**config.mk**
```make
export PLATFORM = sky130hd
export DESIGN_NAME = alu_with_status_flags
export DESIGN_NICKNAME = d
export VERILOG_FILES = /design/src/alusf_pkg.sv /design/src/alu_with_status_flags.sv
export SDC_FILE = /design/constraint.sdc
export NUM_CORES = 1
export LEC_CHECK = 0
export ABC_AREA = 1
export BUFFER_PORTS_ARGS = -buffer_cell sky130_fd_sc_hd__buf_2
export CAP_MARGIN = 20
export CORE_MARGIN = 4
export CORE_UTILIZATION = 40
export DETAILED_ROUTE_END_ITERATION = 10
export GPL_TIMING_DRIVEN = 0
export PLACE_DENSITY_LB_ADDON = 0.25
export RECOVER_POWER = 100
export SYNTH_ARGS = -nofsm -noshare
export SYNTH_HDL_FRONTEND = slang
export SYNTH_SLANG_ARGS = --single-unit
export TNS_END_PERCENT = 50
```
**constraint.sdc**
```tcl
create_clock -name clk_i -period 3.5 [get_ports clk_i]
set_input_delay 0.7 -clock clk_i [delete_from_list [all_inputs] [get_ports clk_i]]
set_output_delay 0.7 -clock clk_i [all_outputs]
set_load 0.01 [all_outputs]
```
**src/alusf_pkg.sv**
```systemverilog
// alusf_pkg: command codes, status bit positions and reset value for the
// status-flag alu. No dependencies; imported by alu_with_status_flags.
`default_nettype none

package alusf_pkg;

  // operation codes carried on command_i
  typedef enum logic [3:0] {
    CMD_ORA  = 4'd0,
    CMD_AND  = 4'd1,
    CMD_EOR  = 4'd2,
    CMD_ADC  = 4'd3,
    CMD_SBC  = 4'd4,
    CMD_CMP  = 4'd5,
    CMD_BIT  = 4'd6,
    CMD_INC  = 4'd7,
    CMD_DEC  = 4'd8,
    CMD_ASL  = 4'd9,
    CMD_LSR  = 4'd10,
    CMD_ROL  = 4'd11,
    CMD_ROR  = 4'd12,
    CMD_PASS = 4'd13,
    CMD_PLP  = 4'd14,
    CMD_PLPB = 4'd15
  } cmd_e;

  // status byte bit positions
  localparam int unsigned FlagC = 0;
  localparam int unsigned FlagZ = 1;
  localparam int unsigned FlagB = 4;
  localparam int unsigned FlagV = 6;
  localparam int unsigned FlagN = 7;

  // only the unused bit is set out of reset
  localparam logic [7:0] StatusReset = 8'h20;

endpackage

`default_nettype wire

```
**src/alu_with_status_flags.sv**
```systemverilog
// alu_with_status_flags: binary-mode 8-bit alu holding the processor status
// byte, with an input register and a result register. Uses alusf_pkg.
//
//   channel | handshake                 | word
//   --------+---------------------------+-----------------------------------
//   in      | in_valid_i / in_ready_o   | command_i, reg_value_i, mem_value_i
//   out     | out_valid_o / out_ready_i | result_o, flag_*_o, status_byte_o
//
// One word per cycle sustained while out_ready_i stays high; an accepted word
// passes through the input register, then the result register.
// The status register updates as a word moves from the input register into
// the result register, so the next word sees the new carry.
// When the result is not taken the stages hold and fill; in_ready_o drops
// only when both stages are full and out_ready_i is low.
// rst_ni clears both stage valid bits and sets the status byte to 0x20.
`default_nettype none

module alu_with_status_flags (
  input  wire                clk_i,
  input  wire                rst_ni,
  input  wire                in_valid_i,
  output logic               in_ready_o,
  input  wire  [3:0]         command_i,
  input  wire  [7:0]         reg_value_i,
  input  wire  [7:0]         mem_value_i,
  output logic               out_valid_o,
  input  wire                out_ready_i,
  output logic [7:0]         result_o,
  output logic               flag_negative_o,
  output logic               flag_overflow_o,
  output logic               flag_zero_o,
  output logic               flag_carry_o,
  output logic [7:0]         status_byte_o
);
  import alusf_pkg::*;

  logic       in_valid_q;
  cmd_e       in_cmd_q;
  logic [7:0] in_reg_q;
  logic [7:0] in_mem_q;
  logic       out_valid_q;
  logic [7:0] out_result_q;
  logic [7:0] out_status_q;
  logic [7:0] status_q;
  logic [7:0] status_d;
  logic [7:0] result_d;
  logic       out_load;
  logic       move;

  // pipeline flow control
  assign out_load   = !out_valid_q || out_ready_i;
  assign move       = in_valid_q && out_load;
  assign in_ready_o = !in_valid_q || out_load;

  // input register
  always_ff @(posedge clk_i or negedge rst_ni) begin
    if (!rst_ni) begin
      in_valid_q <= 1'b0;
    end else if (in_ready_o) begin
      in_valid_q <= in_valid_i;
    end
  end

  always_ff @(posedge clk_i) begin
    if (in_ready_o && in_valid_i) begin
      in_cmd_q <= cmd_e'(command_i);
      in_reg_q <= reg_value_i;
      in_mem_q <= mem_value_i;
    end
  end

  // operation and flag update
  logic [7:0] add_b;
  logic [8:0] sum;
  logic [8:0] diff;
  always_comb begin
    add_b    = (in_cmd_q == CMD_SBC) ? ~in_mem_q : in_mem_q;
    sum      = {1'b0, in_reg_q} + {1'b0, add_b} + {8'd0, status_q[FlagC]};
    diff     = {1'b0, in_reg_q} - {1'b0, in_mem_q};
    status_d = status_q;
    result_d = 8'd0;
    case (in_cmd_q)
      CMD_ORA: result_d = in_reg_q | in_mem_q;
      CMD_AND: result_d = in_reg_q & in_mem_q;
      CMD_EOR: result_d = in_reg_q ^ in_mem_q;
      CMD_ADC, CMD_SBC: begin
        result_d        = sum[7:0];
        status_d[FlagC] = sum[8];
        status_d[FlagV] = ~(in_reg_q[7] ^ add_b[7]) & (in_reg_q[7] ^ sum[7]);
      end
      CMD_CMP: begin
        result_d        = diff[7:0];
        status_d[FlagC] = !diff[8];
      end
      CMD_BIT: result_d = in_reg_q & in_mem_q;
      CMD_INC: result_d = in_reg_q + 8'd1;
      CMD_DEC: result_d = in_reg_q - 8'd1;
      CMD_ASL: begin
        result_d        = {in_reg_q[6:0], 1'b0};
        status_d[FlagC] = in_reg_q[7];
      end
      CMD_LSR: begin
        result_d        = {1'b0, in_reg_q[7:1]};
        status_d[FlagC] = in_reg_q[0];
      end
      CMD_ROL: begin
        result_d        = {in_reg_q[6:0], status_q[FlagC]};
        status_d[FlagC] = in_reg_q[7];
      end
      CMD_ROR: begin
        result_d        = {status_q[FlagC], in_reg_q[7:1]};
        status_d[FlagC] = in_reg_q[0];
      end
      CMD_PASS: result_d = in_mem_q;
      CMD_PLP: begin
        status_d = in_mem_q;
        result_d = in_mem_q;
      end
      CMD_PLPB: begin
        status_d        = in_mem_q;
        status_d[FlagB] = 1'b0;
        result_d        = status_d;
      end
      default: result_d = 8'd0;
    endcase

    // n and z: from the result, except n on bit test (memory bit 7) and both on status pull
    if (in_cmd_q == CMD_BIT) begin
      status_d[FlagN] = in_mem_q[7];
      status_d[FlagV] = in_mem_q[6];
      status_d[FlagZ] = (result_d == 8'd0);
    end else if (in_cmd_q != CMD_PLP && in_cmd_q != CMD_PLPB) begin
      status_d[FlagN] = result_d[7];
      status_d[FlagZ] = (result_d == 8'd0);
    end
  end

  // status register and result register
  always_ff @(posedge clk_i or negedge rst_ni) begin
    if (!rst_ni) begin
      status_q    <= StatusReset;
      out_valid_q <= 1'b0;
    end else begin
      if (move) begin
        status_q <= status_d;
      end
      if (out_load) begin
        out_valid_q <= in_valid_q;
      end
    end
  end

  always_ff @(posedge clk_i) begin
    if (move) begin
      out_result_q <= result_d;
      out_status_q <= status_d;
    end
  end

  assign out_valid_o     = out_valid_q;
  assign result_o        = out_result_q;
  assign status_byte_o   = out_status_q;
  assign flag_negative_o = out_status_q[FlagN];
  assign flag_overflow_o = out_status_q[FlagV];
  assign flag_zero_o     = out_status_q[FlagZ];
  assign flag_carry_o    = out_status_q[FlagC];

`ifndef NO_ASSERTIONS
  // the word on the output always shows the live status register
  a_status_match: assert property (@(posedge clk_i) disable iff (!rst_ni)
    out_valid_q |-> (out_status_q == status_q))
    else $error("output status differs from status register");

  // a word held in the input stage is not lost while the output stalls
  a_no_drop: assert property (@(posedge clk_i) disable iff (!rst_ni)
    (in_valid_q && !out_load) |=> (in_valid_q && $stable(in_reg_q)))
    else $error("input stage lost a stalled word");

  // only a status pull touches the b, d, i and unused bits
  a_hidden_bits: assert property (@(posedge clk_i) disable iff (!rst_ni)
    (move && in_cmd_q != CMD_PLP && in_cmd_q != CMD_PLPB)
      |=> (status_q[5:2] == $past(status_q[5:2])))
    else $error("hidden status bits changed outside a pull");

  // pull with clear break leaves b low
  a_break_clear: assert property (@(posedge clk_i) disable iff (!rst_ni)
    (move && in_cmd_q == CMD_PLPB) |=> !status_q[FlagB])
    else $error("break bit set after pull with clear");
`endif

endmodule

`default_nettype wire

```
==> metrics.txt <==
status=complete, no violations; CTS H-tree depth=2; synthesis-to-finish area growth=12.0%; Setup crit end kind=register; Yosys cell types=38; hpwl dp=slightly above 8000 um; M1 GR Usage=25.1%; Worst path depth=15; FP Rows=34; slack of the worst reg-to-reg path=260 ps; Critical Path Most Common Cell=nand2_1; die height=105 um; r2r worst-path depth=15; clock network fraction of total power=between 20 and 25%; RSZ-0062 raised after global routing=false; share of cells above drive strength 1=11.4%; antenna diode count=0; TritonCTS clock tree=built; pre-CTS WS=201 ps; gr busiest metal=met2; Critical R2R Capture=status_byte_o[7]; Crit path max-delay family=simple AND/OR/NAND/NOR gates; max-cap violations=0; Syn Inst Count=between 500 and 600; Initial Util=41.9%; post-synthesis sequential area ratio=34.4%; GRT overflow=0; Switching Share=36.9%; post-cts hold buffer count=0; clock skew=11.1 ps; Setup WS post-layout=257 ps; clk slew on worst S/H paths=90 ps; setup_tns=0 ps; Slew HR=a little over a quarter; Critical Path Max Stage Delay=500 ps; Sw Pwr=0.642 mW; drt total wl=10100 um; async set or reset register ratio after synthesis=18.2%; Remaining DRCs=0; die area=10900 um^2; IO buf count=45; final setup vio count=0; Synth top area share=29.0%; yosys warns=0; maximum VDD drop=245 uV; Clock Latency Late Sink=300 ps; Critical Path Source=in_cmd_q[3]; pwr/cell area=about 420 nW/um^2; fin crit share=92.6%; Tot GR Track Use=about 18%; cells along the critical path=nor2_4, nand2_4, xor2_1, ha_1, a21oi_1, nand2_1, nand4_1, nand2_1, or2_2, nand3_1, nand2_1, nor2_1, nand3_2, nand2_1, o21ai_0; Period minus WS final=3240 ps; met3 GRT Util=under 10%; critical path class=register to register; leakage dissipation=2.11 nW; Placed Area=4090 um^2; Worst Setup EP=status_byte_o[7]; syn_area_per_cell=about 7.4 um^2; FMAX=0.308 GHz; core area=8890 um^2; initial antenna violation count=0; final-report hold violation count=0; post-DR wirelength/cell=15.1 um; number of enable flip-flop cells after synthesis=36; commonest cells in the netlist=165 x nand2_1, 68 x inv_1, 45 x nand3_1; largest net degree at the start of global routing=24; Setup crit start kind=register; Detail Route Antenna Nets=0; Slew Limit Fails=0; design area=4180 um^2; reg-to-reg startpoint=in_cmd_q[3]; Synth Flop Type=edfxtp_1; fill count=approximately 910; hold slack final=320 ps; Synth Register Bits=44; Chip Width=around 100 um; post-synthesis net count=565; TritonRoute pass-1 iters=5; vias in the first global route=3334; CTS root buffer=clkbuf_8; Area contributors post-synth=edfxtp_1 29%, nand2_1 17%, ha_1 11%; clk sinks=44; total CTS buffers=5; Mapped Area=3730 um^2; most numerous cell in the Yosys netlist=nand2_1; final core occ=47.0%; worst hold path class=primary input to asynchronous set/reset pin; GPL Wtd Cong=0.926; WP data arrival=3290 ps; area leader, netlist=edfxtp_1; via count=~3500; Worst Tran Pin Value=roughly 1100 ps; Crit path required time=between 3000 and 4000 ps; clock buffer depth=2; part of the power in registers=42.8%; first-pass GRT wire length=16300 um; Crit-path slowest cell=edfxtp_1; met2 GRT Util=29.8%; Comb pwr share=between 30% and 40%; Pint=between 1 and 1.5 mW; DRT iter0 DRCs=226; Nets=618; CP bufs+invs=0; crit path max fanout=9; Via density=5.21; IO Pins=46
repair_timing:
action                     in CTS  in global routing
setup endpoints to repair       0                  2
buffers inserted                0                  1
resized for setup               0                  1
metal layers:
metal / vias to the layer above / part of all wire (%)
met2: 144 / 45
met1: 1574 / 46
met5: - / 0
li1: 1736 / -
met4: 0 / 3.0
met3: 23 / 5.7
sequential cells by signal, summed over array words and instances, names as in the netlist:
signal / count
status_byte_o: 8
out_valid_o: 1
in_mem_q: 8
in_valid_q: 1
status_q: 6
result_o: 8
in_reg_q: 8
in_cmd_q: 4
placed cells by master (no fill, tap or decap), types with 2 or more instances in the layout:
cell type	instances
nor3_1	3
nor2_2	2
nand4_1	8
buf_2	25
nand2_4	4
a21oi_1	14
dfrtp_1	7
nand3_2	2
nand3b_1	4
inv_1	68
nor2_1	41
xor2_1	11
fa_1	3
clkbuf_1	23
clkbuf_4	3
or2_2	6
nand2_2	6
buf_4	2
ha_1	32
o21a_1	2
edfxtp_1	36
nand3_1	45
nor2_4	3
clkbuf_8	6
o21ai_0	22
a41oi_1	2
nand2_1	166
how the worst min path moves through the flow:
stage,endpoint,from,slack [ps],depth (start not counted)
after floorplan,in_valid_q,rst_ni,400,0
after global placement,status_q[6],status_q[6],480,2
after detailed placement,status_q[6],status_q[6],480,2
after CTS,status_q[2],rst_ni,240,1
after global routing,status_q[2],rst_ni,360,1
final,status_q[2],rst_ni,320,1
power groups by stage:
| stage | registers [mW] | logic (mW) | clock network [mW] |
|---|---|---|---|
| 3_3_place_gp | 0.752 | 0.612 | 0 |
| 2_1_floorplan | 0.761 | 0.414 | 0 |
| 5_1_grt | 0.760 | 0.693 | 0.407 |
| 3_5_place_dp | 0.755 | 0.622 | 0 |
| 4_1_cts | 0.743 | 0.625 | 0.386 |
| 6_report | 0.746 | 0.615 | 0.381 |
logic make-up (layout without fill, tap and decap cells):
group / Yosys count / after routing / share of synthesized area (%)
simple gates: 291 / 291 / 34.6
buf+inv: 77 / 131 / 8.59
compound gates: 48 / 48 / 7.52
flops: 44 / 44 / 34.4
fa+ha+maj: 35 / 35 / 12.3
xor+xnor: 11 / 11 / 2.58
stage by stage:
stage                     total power [mW]  instances
final                                 1.74        668
after global routing                  1.86        668
after CTS                             1.75        667
after detailed placement              1.38        659
after global placement                1.36        659
after floorplan                       1.18        506
cell type report:
| cell class | instances | area, um^2 | share of cell area [%] |
|---|---|---|---|
| Clock buffer | 7 | 108 | 2.58 |
| Tap cell | 108 | 135 | 3.23 |
| Sequential cell | 44 | 1280 | 30.7 |
| Timing Repair Buffer | 46 | 208 | 4.97 |
| Buffer | 8 | 52.6 | 1.26 |
| Multi-Input combinational cell | 385 | 2120 | 50.9 |
| Clock inverter | 1 | 8.76 | 0.210 |
| Inverter | 69 | 259 | 6.20 |
(Power assumes the default switching activity.)
